==> config.mk <==
export PLATFORM = sky130hd
export DESIGN_NAME = l3cg_queue
export DESIGN_NICKNAME = d
export VERILOG_FILES = /design/src/hw/rtl/l3cg_pkg.sv /design/src/hw/rtl/l3cg_queue.sv
export SDC_FILE = /design/constraint.sdc
export NUM_CORES = 1
export LEC_CHECK = 0
export CAP_MARGIN = 0
export CORE_MARGIN = 4
export CORE_UTILIZATION = 59
export DETAILED_ROUTE_END_ITERATION = 6
export DONT_BUFFER_PORTS = 1
export PLACE_DENSITY = 0.75
export RECOVER_POWER = 25
export SLEW_MARGIN = 20
export SYNTH_ARGS = -nofsm -noshare
export SYNTH_HDL_FRONTEND = slang
export SYNTH_SLANG_ARGS = --single-unit
==> constraint.sdc <==
create_clock -name clk -period 6.2 [get_ports clk]
set_input_delay 0.62 -clock clk [delete_from_list [all_inputs] [get_ports clk]]
set_output_delay 0.62 -clock clk [all_outputs]
set_load 0.05 [all_outputs]
==> src/hw/rtl/l3cg_pkg.sv <==
package l3cg_pkg;

    // Field widths
    localparam int ADDR_W     = 15;
    localparam int CH_W       = 16;
    localparam int PIX_W      = 8;
    localparam int IDX_W      = 5;
    localparam int FRAC_W     = 4;
    localparam int WEIGHT_W   = 5;
    localparam int PROD_W     = CH_W + WEIGHT_W;
    localparam int SCALED_W   = 32;
    localparam int ENTRY_W    = 3 * CH_W;

    // Cube geometry: large cube has edge 32 (cell width 8), small edge 16 (cell 16)
    localparam int CUBE_EDGE  = 32;
    localparam int SMALL_EDGE = 16;
    localparam int STORE_DEPTH = 1 << ADDR_W;
    localparam logic [IDX_W-1:0] IDX_MAX_LARGE = IDX_W'(CUBE_EDGE - 2);
    localparam logic [IDX_W-1:0] IDX_MAX_SMALL = IDX_W'(SMALL_EDGE - 2);
    localparam logic [WEIGHT_W-1:0] CELL_LARGE = WEIGHT_W'(256 / CUBE_EDGE);
    localparam logic [WEIGHT_W-1:0] CELL_SMALL = WEIGHT_W'(256 / SMALL_EDGE);

    // ceil(2^24 / 257): x / 257 == (x * RECIP_257) >> 24 for any 16-bit x
    localparam logic [15:0] RECIP_257 = 16'hFF01;
    localparam int RECIP_SHIFT = 24;

    // Queue sizes
    localparam int OPQ_DEPTH    = 4;
    localparam int OPQ_PTR_W    = 2;
    localparam int OPQ_CNT_W    = 3;
    localparam int OUTQ_DEPTH   = 8;
    localparam int OUTQ_PTR_W   = 3;
    localparam int OUTQ_CNT_W   = 4;

    typedef enum logic
    {
        CMD_LOAD  = 1'b0,
        CMD_GRADE = 1'b1
    } cmd_t;

    typedef enum logic
    {
        EDGE_32 = 1'b0,
        EDGE_16 = 1'b1
    } edge_mode_t;

    // One classified request as it travels from front to back
    typedef struct packed
    {
        cmd_t                 cmd;
        edge_mode_t           mode;
        logic [ADDR_W-1:0]    addr_a;     // write address, or base corner
        logic [ADDR_W-1:0]    addr_b;     // diagonal corner
        logic [ENTRY_W-1:0]   entry;      // {red, green, blue}
        logic [3*FRAC_W-1:0]  frac;       // {red, green, blue}
    } op_t;

    typedef struct packed
    {
        logic [PIX_W-1:0] red;
        logic [PIX_W-1:0] green;
        logic [PIX_W-1:0] blue;
    } result_t;

    typedef struct packed
    {
        logic                 full;
        logic                 empty;
        logic [OPQ_CNT_W-1:0] count;
    } opq_stat_t;

    typedef struct packed
    {
        logic [OUTQ_CNT_W-1:0] credits;
        logic [OUTQ_CNT_W-1:0] out_count;
    } back_stat_t;

endpackage

==> src/hw/rtl/l3cg_queue.sv <==
module l3cg_queue
(
    input  logic                    clk,
    input  logic                    rst_n,
    input  l3cg_pkg::op_t           push_op,
    input  logic                    push_valid,
    output logic                    push_ready,
    output l3cg_pkg::op_t           head_op,
    output logic                    head_valid,
    input  logic                    pop,
    output l3cg_pkg::opq_stat_t     stat
);

    l3cg_pkg::op_t                      slot_reg [l3cg_pkg::OPQ_DEPTH];
    logic [l3cg_pkg::OPQ_PTR_W-1:0]     wr_ptr_reg, wr_ptr_next;
    logic [l3cg_pkg::OPQ_PTR_W-1:0]     rd_ptr_reg, rd_ptr_next;
    logic [l3cg_pkg::OPQ_CNT_W-1:0]     count_reg, count_next;
    logic                               full, empty, do_push, do_pop;

    assign full    = (count_reg == l3cg_pkg::OPQ_CNT_W'(l3cg_pkg::OPQ_DEPTH));
    assign empty   = (count_reg == '0);
    assign do_push = push_valid && !full;
    assign do_pop  = pop && !empty;

    // Pointer and fill count
    always_comb
    begin
        wr_ptr_next = wr_ptr_reg;
        rd_ptr_next = rd_ptr_reg;
        count_next  = count_reg;
        if (do_push)
            wr_ptr_next = wr_ptr_reg + 1'b1;
        if (do_pop)
            rd_ptr_next = rd_ptr_reg + 1'b1;
        if (do_push && !do_pop)
            count_next = count_reg + 1'b1;
        else if (do_pop && !do_push)
            count_next = count_reg - 1'b1;
    end

    always_ff @(posedge clk or negedge rst_n)
    begin
        if (!rst_n)
        begin
            wr_ptr_reg <= '0;
            rd_ptr_reg <= '0;
            count_reg  <= '0;
        end
        else
        begin
            wr_ptr_reg <= wr_ptr_next;
            rd_ptr_reg <= rd_ptr_next;
            count_reg  <= count_next;
        end
    end

    // Payload slots
    always_ff @(posedge clk)
    begin
        if (do_push)
            slot_reg[wr_ptr_reg] <= push_op;
    end

    assign push_ready  = !full;
    assign head_op     = slot_reg[rd_ptr_reg];
    assign head_valid  = !empty;
    assign stat.full   = full;
    assign stat.empty  = empty;
    assign stat.count  = count_reg;

endmodule

==> reports/metrics.cfg <==
[synthesis]
synth.most_common_cell = edfxtp_1
syn_area_um2 = 13770
synth_largest_area_cell = edfxtp_1
syn_area_per_cell_um2 = 26.44
yosysTopAreaCellShare_pct = 80.23
synth_fp_nets = 623
syn_inst = 521
synth_top_family_by_area = multiplexers
ys_async_sr_fraction_pct = 1.867
synth_area_leaders = edfxtp_1 80%, mux4_2 15%, dfrtp_1 1.3%, buf_12 1.0%, ha_1 0.45%
synth.distinct_cells = 20
synth-simple-area-share_pct = 0.4179
synth-xor-area-share_pct = 0.3815
synth.top_cells.by_count = 368 x edfxtp_1, 92 x mux4_2, 9 x buf_2, 7 x buf_12, 7 x dfrtp_1
ys.flop_type = edfxtp_1
ys_ff_latch = 375
synth_compound_area_share_pct = 0
synth_fa_ha_area_share_pct = 0.5996
synth-edff-count = 368
ys.warnings.count = 0
muxShareOfSynthArea_pct = 15.21
synth_seq_area_share_pct = 81.50

[timing]
clock_skew_ns = 0.01551
finalCriticalPeriod_ns = 3.935
setup_viol = 0
relSlewSlack_pct = 31.98
rsz0062_at_grt = no
hold_violations = 0
worst_slack_ns = 2.265
tightest_slew_ns = 1.020
timing_max_transition_violations_final = 0
max_freq_mhz = 254.2
tns_ns = 0
fin_crit_sh_pct = 63.46

[clock_tree]
tritoncts = built
clk_root_buffer_cell = clkbuf_16
clkSinkCount = 375
cts_buffers = 37
cts_resized = 0
htree_levels = 2
clock_latency_ns = 0.50
cts.path.max_buffers = 3
clk_pin_slew_ns = 0.06

[setup_path]
max_stage_delay_ns = 0.88
crit_path_start_kind = register
cp_max_fo = 68
critPathCaptureType = register
arrival_ns = 4.10
rrSetupSlack_ns = 2.27
cp.required_ns = 6.36
path_class = register to register
cpMaxStageDelayCell = and2_4
critical_path.cell_chain = nor2_1, nand2_1, inv_1, nor2b_1, and2_4, buf_4

[die]
start_util_pct = 60.47
io_pins = 195
dieArea_um2 = 25850
rows = 55
die_w_um = 160.8
core_area_um2 = 22780
die_y_um = 160.8

[cells_and_area]
area_growth_syn_to_layout_pct = 10.65
nets = 647
insertedDiodeCount = 0
multiInputGateArea_um2 = 2297
layout-drive-gt1-share_pct = 26.70
regArea_um2 = 11230
largest_reg_flops = 368
fillers = 1361

[placed_design]
dp_hpwl_mm = 13.68
place_congestion = 0.7374
dp_slack_ns = 2.167
portBuffers = 0

[grt]
grt_first_pass_wirelength_mm = 36.47
grt_max_degree = 77
grt_overflow = 0
antenna_found_initial = 0
grt_pass1_vias = 5846
grt.total_usage_pct = 18.53

[detailed_routing]
drtIter0Drc = 389
ant_nets = 0
viasPerCell = 5.979
drt_pass1_iterations = 4
wl_per_cell_um = 26.32
drc_errors = 0
routed_wl_mm = 23.32
dr_total_vias = 5297

[min_path]
hp-class = primary input to register

[flow_run]
drv_cap = 0

[run_status]
status = completed

[placed cells by master, fill, tap and decap left out]
cell type and n:
mux4_2 92, clkinv_2 1, mux2_2 2, nor2b_1 1, clkbuf_8 1, xnor2_1 4
clkinv_1 13, xor2_1 2, nor2_1 2, fa_1 1, and2_4 4, nand2_1 2
nand3_1 1, buf_4 5, clkbuf_1 9, buf_12 1, inv_1 5, clkbuf_16 39
buf_16 2, dfrtp_4 2, dlygate4sd3_1 1, bufinv_16 3, or3_1 1, edfxtp_1 368
ha_1 5, inv_6 1, dfrtp_1 5
[what timing repair did]
item                      CTS  global route
hold buffers                1             0
hold endpoints to repair    7             0
setup buffers               0             0
[final cells by class]
type / instances / area share (%)
Tap cell: 313 / 2.570
Timing Repair Buffer: 9 / 0.8046
Sequential cell: 375 / 73.71
Clock buffer: 49 / 6.716
Inverter: 5 / 0.1232
Clock inverter: 18 / 1.002
Multi-Input combinational cell: 117 / 15.07
[critical path: cells and delay by family (launching register included)]
kind	cells	cell delay, ns
AND/OR/NAND/NOR	4	1.92
flip-flops	1	0.71
buffers and inverters	2	0.86
[metrics by stage]
stage | utilization, % | cells | area (um2) | hold WS (ns)
2_1_floorplan | - | 521 | 13770 | 0.3244
3_3_place_gp | 61.46 | 816 | 14000 | 0.3246
3_5_place_dp | 61.46 | 816 | 14000 | 0.3247
4_1_cts | 66.66 | 884 | 15180 | 0.1904
5_1_grt | 66.90 | 886 | 15240 | 0.1851
6_report | 66.90 | 886 | 15240 | 0.2101
[cells by family (layout without fill, tap and decap cells)]
kind of cell,count (synthesis),in the layout
adder cells (fa/ha/maj),6,6
flip-flops,375,375
XOR/XNOR,6,6
multiplexers,94,94
AND/OR/NAND/NOR,11,11
buffers and inverters,29,81
[final timing paths]
| check | start | to | cells past startpoint |
|---|---|---|---|
| worst min-delay path | push_op[64] | slot_reg[0][64] | 0 |
| worst max-delay path | count_reg[1] | slot_reg[1][65] | 6 |
| min in group asynchronous | rst_n | count_reg[1] | 1 |
| max in group asynchronous | rst_n | rd_ptr_reg[1] | 1 |
| worst max register to register | count_reg[1] | slot_reg[1][65] | 6 |
| worst min register to register | wr_ptr_reg[1] | wr_ptr_reg[1] | 1 |
[routing by layer]
layer	track usage, %	part of all wire [%]	up-vias
met4	4.847	1.8	0
met5	0	0	-
li1	-	-	2274
met2	30.07	51	189
met3	7.442	9.4	36
met1	23.87	38	2798
Power is not shown: default switching activity piles up to over one toggle a cycle in this logic, so the estimate is an artifact.
