File: config.mk
export PLATFORM = sky130hd
export DESIGN_NAME = l3cg_front_flat
export DESIGN_NICKNAME = d
export VERILOG_FILES = /design/src/hw/rtl/l3cg_pkg.sv /design/src/hw/rtl/l3cg_in_if.sv /design/src/hw/rtl/l3cg_front.sv /design/src/flat_wrapper.sv
export SDC_FILE = /design/constraint.sdc
export NUM_CORES = 1
export LEC_CHECK = 0
export ABC_AREA = 0
export BUFFER_PORTS_ARGS = -buffer_cell sky130_fd_sc_hd__buf_2
export CORE_AREA = 2 2 72 74
export DETAILED_ROUTE_END_ITERATION = 7
export DIE_AREA = 0 0 74 76
export PLACE_DENSITY = 0.77
export RECOVER_POWER = 50
export SETUP_SLACK_MARGIN = 0.05
export SLEW_MARGIN = 20
export SYNTH_ARGS = -nofsm -noshare
export SYNTH_HDL_FRONTEND = slang
export SYNTH_SLANG_ARGS = --single-unit
File: constraint.sdc
create_clock -name clk -period 2.4 [get_ports clk]
set_clock_uncertainty 0.2 [all_clocks]
set_input_delay 0.12 -clock clk [delete_from_list [all_inputs] [get_ports clk]]
set_output_delay 0.12 -clock clk [all_outputs]
set_load 0.02 [all_outputs]
File: src/hw/rtl/l3cg_pkg.sv
package l3cg_pkg;

    // Field widths
    localparam int ADDR_W     = 15;
    localparam int CH_W       = 16;
    localparam int PIX_W      = 8;
    localparam int IDX_W      = 5;
    localparam int FRAC_W     = 4;
    localparam int WEIGHT_W   = 5;
    localparam int PROD_W     = CH_W + WEIGHT_W;
    localparam int SCALED_W   = 32;
    localparam int ENTRY_W    = 3 * CH_W;

    // Cube geometry: large cube has edge 32 (cell width 8), small edge 16 (cell 16)
    localparam int CUBE_EDGE  = 32;
    localparam int SMALL_EDGE = 16;
    localparam int STORE_DEPTH = 1 << ADDR_W;
    localparam logic [IDX_W-1:0] IDX_MAX_LARGE = IDX_W'(CUBE_EDGE - 2);
    localparam logic [IDX_W-1:0] IDX_MAX_SMALL = IDX_W'(SMALL_EDGE - 2);
    localparam logic [WEIGHT_W-1:0] CELL_LARGE = WEIGHT_W'(256 / CUBE_EDGE);
    localparam logic [WEIGHT_W-1:0] CELL_SMALL = WEIGHT_W'(256 / SMALL_EDGE);

    // ceil(2^24 / 257): x / 257 == (x * RECIP_257) >> 24 for any 16-bit x
    localparam logic [15:0] RECIP_257 = 16'hFF01;
    localparam int RECIP_SHIFT = 24;

    // Queue sizes
    localparam int OPQ_DEPTH    = 4;
    localparam int OPQ_PTR_W    = 2;
    localparam int OPQ_CNT_W    = 3;
    localparam int OUTQ_DEPTH   = 8;
    localparam int OUTQ_PTR_W   = 3;
    localparam int OUTQ_CNT_W   = 4;

    typedef enum logic
    {
        CMD_LOAD  = 1'b0,
        CMD_GRADE = 1'b1
    } cmd_t;

    typedef enum logic
    {
        EDGE_32 = 1'b0,
        EDGE_16 = 1'b1
    } edge_mode_t;

    // One classified request as it travels from front to back
    typedef struct packed
    {
        cmd_t                 cmd;
        edge_mode_t           mode;
        logic [ADDR_W-1:0]    addr_a;     // write address, or base corner
        logic [ADDR_W-1:0]    addr_b;     // diagonal corner
        logic [ENTRY_W-1:0]   entry;      // {red, green, blue}
        logic [3*FRAC_W-1:0]  frac;       // {red, green, blue}
    } op_t;

    typedef struct packed
    {
        logic [PIX_W-1:0] red;
        logic [PIX_W-1:0] green;
        logic [PIX_W-1:0] blue;
    } result_t;

    typedef struct packed
    {
        logic                 full;
        logic                 empty;
        logic [OPQ_CNT_W-1:0] count;
    } opq_stat_t;

    typedef struct packed
    {
        logic [OUTQ_CNT_W-1:0] credits;
        logic [OUTQ_CNT_W-1:0] out_count;
    } back_stat_t;

endpackage

File: src/hw/rtl/l3cg_in_if.sv
interface l3cg_in_if;
    logic                           valid;
    logic                           ready;
    logic                           command;
    logic [l3cg_pkg::ADDR_W-1:0]    entry_index;
    logic [l3cg_pkg::CH_W-1:0]      entry_red;
    logic [l3cg_pkg::CH_W-1:0]      entry_green;
    logic [l3cg_pkg::CH_W-1:0]      entry_blue;
    logic [l3cg_pkg::PIX_W-1:0]     pixel_red;
    logic [l3cg_pkg::PIX_W-1:0]     pixel_green;
    logic [l3cg_pkg::PIX_W-1:0]     pixel_blue;

    modport source
    (
        output valid, command, entry_index, entry_red, entry_green, entry_blue,
        output pixel_red, pixel_green, pixel_blue,
        input  ready
    );

    modport sink
    (
        input  valid, command, entry_index, entry_red, entry_green, entry_blue,
        input  pixel_red, pixel_green, pixel_blue,
        output ready
    );
endinterface

File: src/hw/rtl/l3cg_front.sv
module l3cg_front
(
    input  logic                clk,
    input  logic                rst_n,
    input  logic                cfg_write,
    input  logic                cfg_data,
    l3cg_in_if.sink             pix_in,
    output l3cg_pkg::op_t       op,
    output logic                op_valid,
    input  logic                op_ready
);

    l3cg_pkg::edge_mode_t edge_mode_reg;
    l3cg_pkg::edge_mode_t edge_mode_next;

    logic [l3cg_pkg::IDX_W-1:0]  idx_r, idx_g, idx_b;
    logic [l3cg_pkg::IDX_W-1:0]  nxt_r, nxt_g, nxt_b;
    logic [l3cg_pkg::ADDR_W-1:0] base_addr, diag_addr;

    // Cube index of one channel, clamped so that the diagonal corner exists
    function automatic logic [l3cg_pkg::IDX_W-1:0] cube_idx
    (
        input logic [l3cg_pkg::PIX_W-1:0] v,
        input l3cg_pkg::edge_mode_t       m
    );
        logic [l3cg_pkg::IDX_W-1:0] i;
        if (m == l3cg_pkg::EDGE_16)
        begin
            i = {1'b0, v[7:4]};
            if (i > l3cg_pkg::IDX_MAX_SMALL)
                i = l3cg_pkg::IDX_MAX_SMALL;
        end
        else
        begin
            i = v[7:3];
            if (i > l3cg_pkg::IDX_MAX_LARGE)
                i = l3cg_pkg::IDX_MAX_LARGE;
        end
        return i;
    endfunction

    // Fraction keeps the low bits of the value, even where the index is clamped
    function automatic logic [l3cg_pkg::FRAC_W-1:0] cube_frac
    (
        input logic [l3cg_pkg::PIX_W-1:0] v,
        input l3cg_pkg::edge_mode_t       m
    );
        logic [l3cg_pkg::FRAC_W-1:0] f;
        if (m == l3cg_pkg::EDGE_16)
            f = v[3:0];
        else
            f = {1'b0, v[2:0]};
        return f;
    endfunction

    // Mode register
    always_comb
    begin
        edge_mode_next = edge_mode_reg;
        if (cfg_write)
            edge_mode_next = l3cg_pkg::edge_mode_t'(cfg_data);
    end

    always_ff @(posedge clk or negedge rst_n)
    begin
        if (!rst_n)
            edge_mode_reg <= l3cg_pkg::EDGE_32;
        else
            edge_mode_reg <= edge_mode_next;
    end

    // Corner indices
    always_comb
    begin
        idx_r = cube_idx(pix_in.pixel_red,   edge_mode_reg);
        idx_g = cube_idx(pix_in.pixel_green, edge_mode_reg);
        idx_b = cube_idx(pix_in.pixel_blue,  edge_mode_reg);
        nxt_r = idx_r + 5'd1;
        nxt_g = idx_g + 5'd1;
        nxt_b = idx_b + 5'd1;
    end

    // Linear addresses: red fastest, blue slowest
    always_comb
    begin
        if (edge_mode_reg == l3cg_pkg::EDGE_16)
        begin
            base_addr = {3'b000, idx_b[3:0], idx_g[3:0], idx_r[3:0]};
            diag_addr = {3'b000, nxt_b[3:0], nxt_g[3:0], nxt_r[3:0]};
        end
        else
        begin
            base_addr = {idx_b, idx_g, idx_r};
            diag_addr = {nxt_b, nxt_g, nxt_r};
        end
    end

    // Classify the request
    always_comb
    begin
        op.cmd   = l3cg_pkg::cmd_t'(pix_in.command);
        op.mode  = edge_mode_reg;
        op.entry = {pix_in.entry_red, pix_in.entry_green, pix_in.entry_blue};
        op.frac  = {cube_frac(pix_in.pixel_red,   edge_mode_reg),
                    cube_frac(pix_in.pixel_green, edge_mode_reg),
                    cube_frac(pix_in.pixel_blue,  edge_mode_reg)};
        if (op.cmd == l3cg_pkg::CMD_LOAD)
        begin
            op.addr_a = pix_in.entry_index;
            op.addr_b = pix_in.entry_index;
        end
        else
        begin
            op.addr_a = base_addr;
            op.addr_b = diag_addr;
        end
    end

    assign op_valid     = pix_in.valid;
    assign pix_in.ready = op_ready;

endmodule

File: src/flat_wrapper.sv
// flat-port wrapper written by rule: the top's interface ports become plain ports
module l3cg_front_flat 
  (clk, rst_n, cfg_write, cfg_data, op, op_valid, op_ready, pix_in_valid, pix_in_command, pix_in_entry_index, pix_in_entry_red, pix_in_entry_green, pix_in_entry_blue, pix_in_pixel_red, pix_in_pixel_green, pix_in_pixel_blue, pix_in_ready);
  l3cg_in_if pix_in_i ();
  input  logic clk;
  input  logic rst_n;
  input  logic cfg_write;
  input  logic cfg_data;
  output l3cg_pkg::op_t op;
  output logic op_valid;
  input  logic op_ready;
  input wire logic [$bits(pix_in_i.valid)-1:0] pix_in_valid;
  input wire logic [$bits(pix_in_i.command)-1:0] pix_in_command;
  input wire logic [$bits(pix_in_i.entry_index)-1:0] pix_in_entry_index;
  input wire logic [$bits(pix_in_i.entry_red)-1:0] pix_in_entry_red;
  input wire logic [$bits(pix_in_i.entry_green)-1:0] pix_in_entry_green;
  input wire logic [$bits(pix_in_i.entry_blue)-1:0] pix_in_entry_blue;
  input wire logic [$bits(pix_in_i.pixel_red)-1:0] pix_in_pixel_red;
  input wire logic [$bits(pix_in_i.pixel_green)-1:0] pix_in_pixel_green;
  input wire logic [$bits(pix_in_i.pixel_blue)-1:0] pix_in_pixel_blue;
  output wire logic [$bits(pix_in_i.ready)-1:0] pix_in_ready;
  assign pix_in_i.valid = pix_in_valid;
  assign pix_in_i.command = pix_in_command;
  assign pix_in_i.entry_index = pix_in_entry_index;
  assign pix_in_i.entry_red = pix_in_entry_red;
  assign pix_in_i.entry_green = pix_in_entry_green;
  assign pix_in_i.entry_blue = pix_in_entry_blue;
  assign pix_in_i.pixel_red = pix_in_pixel_red;
  assign pix_in_i.pixel_green = pix_in_pixel_green;
  assign pix_in_i.pixel_blue = pix_in_pixel_blue;
  assign pix_in_ready = pix_in_i.ready;
  l3cg_front u_core (.clk(clk), .rst_n(rst_n), .cfg_write(cfg_write), .cfg_data(cfg_data), .pix_in(pix_in_i), .op(op), .op_valid(op_valid), .op_ready(op_ready));
endmodule
==> metrics.md, run 1 <==
| Metric | Value |
|---|---|
| Outcome | finished, final reports clean |
| Final GP Congestion | 0.7873 |
| Seq/Total Area, Yosys | 1.912% |
| Power density over the cells | 300.0 nW/µm² |
| Post-Synthesis Cells | 192 |
| Leakage | 0.6463 nW |
| Detailed Route Iter0 Violations | 20 |
| Post-CTS sizing | 0 |
| Combinational share of power | 94.5% |
| Initial core utilization | 26.64% |
| RSZ-0062 raised after global routing | false |
| Vias in the first global route | 1161 |
| Design internal power | 0.1657 mW |
| Die ar. | 5624 µm² |
| # hold bufs at CTS | 1 |
| Chip width | 74 µm |
| Core area | 4912 µm² |
| Share of layout cells above drive strength 1 | 43.15% |
| Pre-CTS WS | 191.5 ps |
| Max FFs per register | 1 |
| Total Power | 0.3858 mW |
| Unique masters post-synth | 39 |
| EDFF count, synth | 0 |
| Max-Cap Viols | 0 |
| Commonest non-fill, non-tap cells in the layout | buf_2 (69), nand2_1 (20), nor2_1 (13), o21ai_0 (10), a21oi_1 (8) |
| Final Hold Viols | 0 |
| Detailed-route via count | 1251 |
| Switch share | 57.04% |
| Switching pwr | 0.2201 mW |
| Period utilization | 91.27% |
| Final nets | 296 |
| Crit path DAT | 1870 ps |
| Asr flop ratio synth | 100.0% |
| Hold Path Class | primary input to primary output |
| Slew Limit Fails | 0 |
| Die Y | 76 µm |
| Setup ws final | 209.5 ps |
| Most common cell after layout, fill and taps aside | buf_2 |
| CTS clk-pin slew, worst paths | 0 ps |
| #FFs+latches synth | 1 |
| Detailed-router iteration count before antenna repair | 4 |
| WL final | 3718 µm |
| Peak supply drop | 113.3 µV |
| Max FO, Critical Path | 6 |
| Global route total overflow | 0 |
| Ant diodes | 0 |
| Net Count, Synth | 289 |
| Worst slew margin | 78.51% |
| Flop pwr share | 5.5% |
| Routed vias/inst | 4.685 |
| Syn avg cell area | 6.816 µm² |
| Largest net degree at the start of global routing | 31 |
| Final core utilization | 26.18% |
| Largest stage delay, worst path | 420 ps |
| Setup bufs post-CTS | 0 |
| Post-layout min period | 2190 ps |
| Worst-Margin Slew | 322.3 ps |
| Final HPWL DP | 3034 µm |
| Yosys warnings | 0 |
| Global Route Usage Sum | 12.04% |
| Clock Power Share | 0% |
| Worst setup SP type | flip-flop |
| IO buf count | 69 |
| Crit-path cells | buf_4, mux2i_1, a41oi_1, ha_1, nand3_1, xor2_1, a221oi_2, buf_2 |
| WS Path Type | flip-flop to primary output |
| Initial antenna violation count | 0 |
| Final ANT Viol Nets | 0 |
| Layout area overhead | -1.721% |
| First-pass GRT wire length | 5616 µm |
| Setup tns final | 0 ps |
| Num rows | 26 |
| Max Clk Rate | 456.5 MHz |
| Clock Latency Late Sink | 0 ps |
| I/O pin total | 188 |
| CP endpoint kind | primary output |
| Slowest CP cell | dfrtp_1 |
| WL/cell | 13.93 µm |
| Final setup vio count | 0 |
| Mapped Area | 1309 µm² |
| Post-synth top flop | dfrtp_1 |
| Residual DRC | 0 |
| Worst endpoint required time | 2080 ps |
==> metal layers <==
metal | global-route usage (%) | share of wire (%) | up-vias
li1 | - | - | 605
met5 | 0 | 0 | -
met1 | 14.03 | 40 | 554
met2 | 20.09 | 45 | 60
met4 | 6.364 | 5.9 | 0
met3 | 2.513 | 9.5 | 32
==> path summary, 6_finish.rpt <==
kind | startpoint | endpoint | slack (ps) | depth (start not counted)
max | u_core.edge_mode_reg | op[64] | 210 | 8
min | pix_in_entry_blue[6] | op[18] | 40 | 0
max reg2reg | u_core.edge_mode_reg | u_core.edge_mode_reg | 1220 | 2
min reg2reg | u_core.edge_mode_reg | u_core.edge_mode_reg | 700 | 2
max in group asynchronous | rst_n | u_core.edge_mode_reg | 1670 | 2
min in group asynchronous | rst_n | u_core.edge_mode_reg | 240 | 2
==> per-stage QoR <==
stage,hold WS [ps],cell area (µm²),std cells
floorplan,-375.6,1309,192
global placement,-292.2,1276,266
detailed placement,-292.3,1276,266
CTS,40.14,1286,267
global route,40.03,1286,267
finish,40.01,1286,267
==> cell usage after synthesis, drive strengths merged (2+ instances only) <==
cell,n,area (µm²)
inv,5,18.77
xor2,3,26.28
buf,68,504.2
mux2i,7,73.82
nand2,20,75.07
o21ai,10,50.05
nor2,14,55.06
a31oi,7,43.79
mux2,6,71.31
a21oi,8,40.04
nor2b,4,25.02
xnor2,5,43.79
and2,3,18.77
nand3,7,35.03
nor3,2,10.01
ha,3,37.54
o21bai,2,15.01
o211ai,2,20.02
and3,3,23.77
==> kinds of logic after synthesis <==
| logic type | after synthesis | synth area share, % |
|---|---|---|
| adders and majority gates | 3 | 2.868 |
| AOI/OAI and AO/OA | 37 | 18.45 |
| buffers and inverters | 74 | 40.25 |
| and+or+nand+nor | 56 | 20.08 |
| xor gates and xnor gates | 8 | 5.354 |
| muxes | 13 | 11.09 |
| DFF | 1 | 1.912 |
==> final cells by class <==
cell class	instances	area (µm²)
fill	567	3626
multi-input combinational	117	757.0
timing repair buffer	74	397.9
tap	70	87.58
sequential	1	25.02
inverter	5	18.77
==> power by group through the flow <==
stage	logic (mW)	clock network [mW]	registers, mW
2_1_floorplan	0.384	0	0.0196
3_3_place_gp	0.364	0	0.0208
3_5_place_dp	0.367	0	0.0213
4_1_cts	0.370	0	0.0213
5_1_grt	0.402	0	0.0216
6_report	0.365	0	0.0213
==> worst max-delay path, delay by kind of cell, from the launching register on <==
family,cells,cell delay [ps]
xor+xnor,1,160
flops,1,420
buf+inv,2,380
fa+ha+maj,1,250
compound gates,2,430
mux,1,120
simple gates,1,110
Power figures use the tool's default switching activity.
==> inputs of run 2 (changes only) <==
clock period = 2.3 ns   (was 2.4 ns; I/O delays follow)
==> run 2 against run 1 <==
Compared with the run above:
- via count is 0.80% higher
- worst setup slack worse by 8.7 ps
- core utilization is 0.20 points higher
- critical endpoint unchanged
- highest routed layer unchanged
==> metrics.md, run 2 (synthesized netlist as in run 1, its figures left out) <==
| Metric | Value |
|---|---|
| Max-Cap Viols | 0 |
| Die Y | 76 µm |
| WL final | 3696 µm |
| IO buf count | 69 |
| Final nets | 296 |
| Chip width | 74 µm |
| Residual DRC | 0 |
| Largest delay share family, worst path | compound AO/OA/AOI/OAI gates |
| Most common cell after layout, fill and taps aside | buf_2 |
| I/O pin total | 188 |
| Leakage | 0.6451 nW |
| # fillers | 565 |
| Global Route Usage Sum | 12.24% |
| Area of the multi-input gates | 767.0 µm² |
| Detailed Route Iter0 Violations | 39 |
| Detailed-router iteration count before antenna repair | 4 |
| Share of layout cells above drive strength 1 | 44.16% |
| Hold Path Class | primary input to primary output |
| Outcome | finished, final reports clean |
| Final Hold Viols | 0 |
| WL/cell | 13.84 µm |
| Detailed-route via count | 1261 |
| Grt met2 use | 21.25% |
| Setup tns final | 0 ps |
| Ant diodes | 0 |
| Die ar. | 5624 µm² |
| Period utilization | 91.27% |
| Final setup vio count | 0 |
| Placed instance area | 1276 µm² |
| Num rows | 26 |
| Worst endpoint required time | 1990 ps |
| Post-layout min period | 2099 ps |
| Max Clk Rate | 476.4 MHz |
| Initial antenna violation count | 0 |
| Finished Cell Area | 1296 µm² |
| Final ANT Viol Nets | 0 |
| Routed vias/inst | 4.723 |
| Met1 usage | 13.77% |
| Peak supply drop | 145.2 µV |
| Slew Limit Fails | 0 |
| Max FO, Critical Path | 7 |
| Core area | 4912 µm² |
| Final HPWL DP | 3142 µm |
| Setup bufs post-CTS | 0 |
| Initial core utilization | 26.64% |
| Largest stage delay, worst path | 390 ps |
| Worst setup SP type | flip-flop |
| Met3 usage | 2.249% |
| First-pass GRT wire length | 5616 µm |
| WP buf/inv | 2 |
| Global route total overflow | 0 |
| CTS clk-pin slew, worst paths | 0 ps |
| CP endpoint kind | primary output |
| Largest net degree at the start of global routing | 31 |
| Commonest non-fill, non-tap cells in the layout | buf_2 (69), nand2_1 (20), nor2_1 (13), o21ai_0 (10), a21oi_1 (8) |
| Power density over the cells | 312.8 nW/µm² |
| Worst slew margin | 76.22% |
| Layout area overhead | -0.9563% |
| Final GP Congestion | 0.7847 |
| Worst-Margin Slew | 356.3 ps |
| Busiest grt layer | met2 |
| Crit path DAT | 1780 ps |
| Clock Latency Late Sink | 0 ps |
| Slowest CP cell | dfrtp_1 |
| Crit-path cells | buf_4, mux2i_1, a41oi_2, ha_2, nand3_1, xor2_1, a221oi_2, buf_2 |
| RSZ-0062 raised after global routing | false |
| Vias in the first global route | 1162 |
| WS Path Type | flip-flop to primary output |
| Max FFs per register | 1 |
| FF/Latch Area | 25.02 µm² |
[run 2: cell types whose count changed in the layout (fill, tap and decap cells not counted)]
| cell | change |
|---|---|
| a41oi_1 | -1 |
| ha_1 | -1 |
| a41oi_2 | +1 |
| ha_2 | +1 |
[run 2: layer usage]
layer / vias up / wire, µm
li1: 605 / -
met1: 556 / 1433
met2: 68 / 1683
met3: 32 / 358
met4: 0 / 221
met5: - / 0
[run 2: power breakdown]
part | internal [mW] | switching, mW
clock network | 0 | 0
registers | 0.0195 | 0.00195
logic | 0.154 | 0.230
[run 2: final cells by class]
type / count / share of cell area, %
flip-flops and latches: 1 / 1.931
multi-input cells: 117 / 59.17
inverters: 5 / 1.448
well taps: 70 / 6.757
repair buffers: 74 / 30.70
[run 2: path summary, 6_finish.rpt]
kind,startpoint,slack (ps),cells past startpoint,to
setup / recovery,u_core.edge_mode_reg,200,8,op[64]
hold / removal,pix_in_entry_blue[6],30,0,op[18]
setup reg to reg,u_core.edge_mode_reg,1180,2,u_core.edge_mode_reg
hold reg to reg,u_core.edge_mode_reg,610,2,u_core.edge_mode_reg
max in group asynchronous,rst_n,1570,2,u_core.edge_mode_reg
min in group asynchronous,rst_n,230,2,u_core.edge_mode_reg
[run 2: what timing repair did]
item	in CTS	in global routing
endpoints found under the setup margin	0	1
hold buffers	1	0
resized for setup	0	2
endpoints found under the hold margin	1	0
[run 2: through the flow]
step / std cells / util, % / hold WS, ps / total power, mW / setup slack (ps)
2_1_floorplan: 192 / - / -380.6 / 0.4216 / 137.0
3_3_place_gp: 266 / 25.98 / -297.2 / 0.4025 / 215.5
3_5_place_dp: 266 / 25.98 / -295.2 / 0.4066 / 144.8
4_1_cts: 267 / 26.18 / 30.14 / 0.4093 / 135.8
5_1_grt: 267 / 26.39 / 30.03 / 0.4453 / 80.23
6_report: 267 / 26.39 / 30.01 / 0.4055 / 200.9
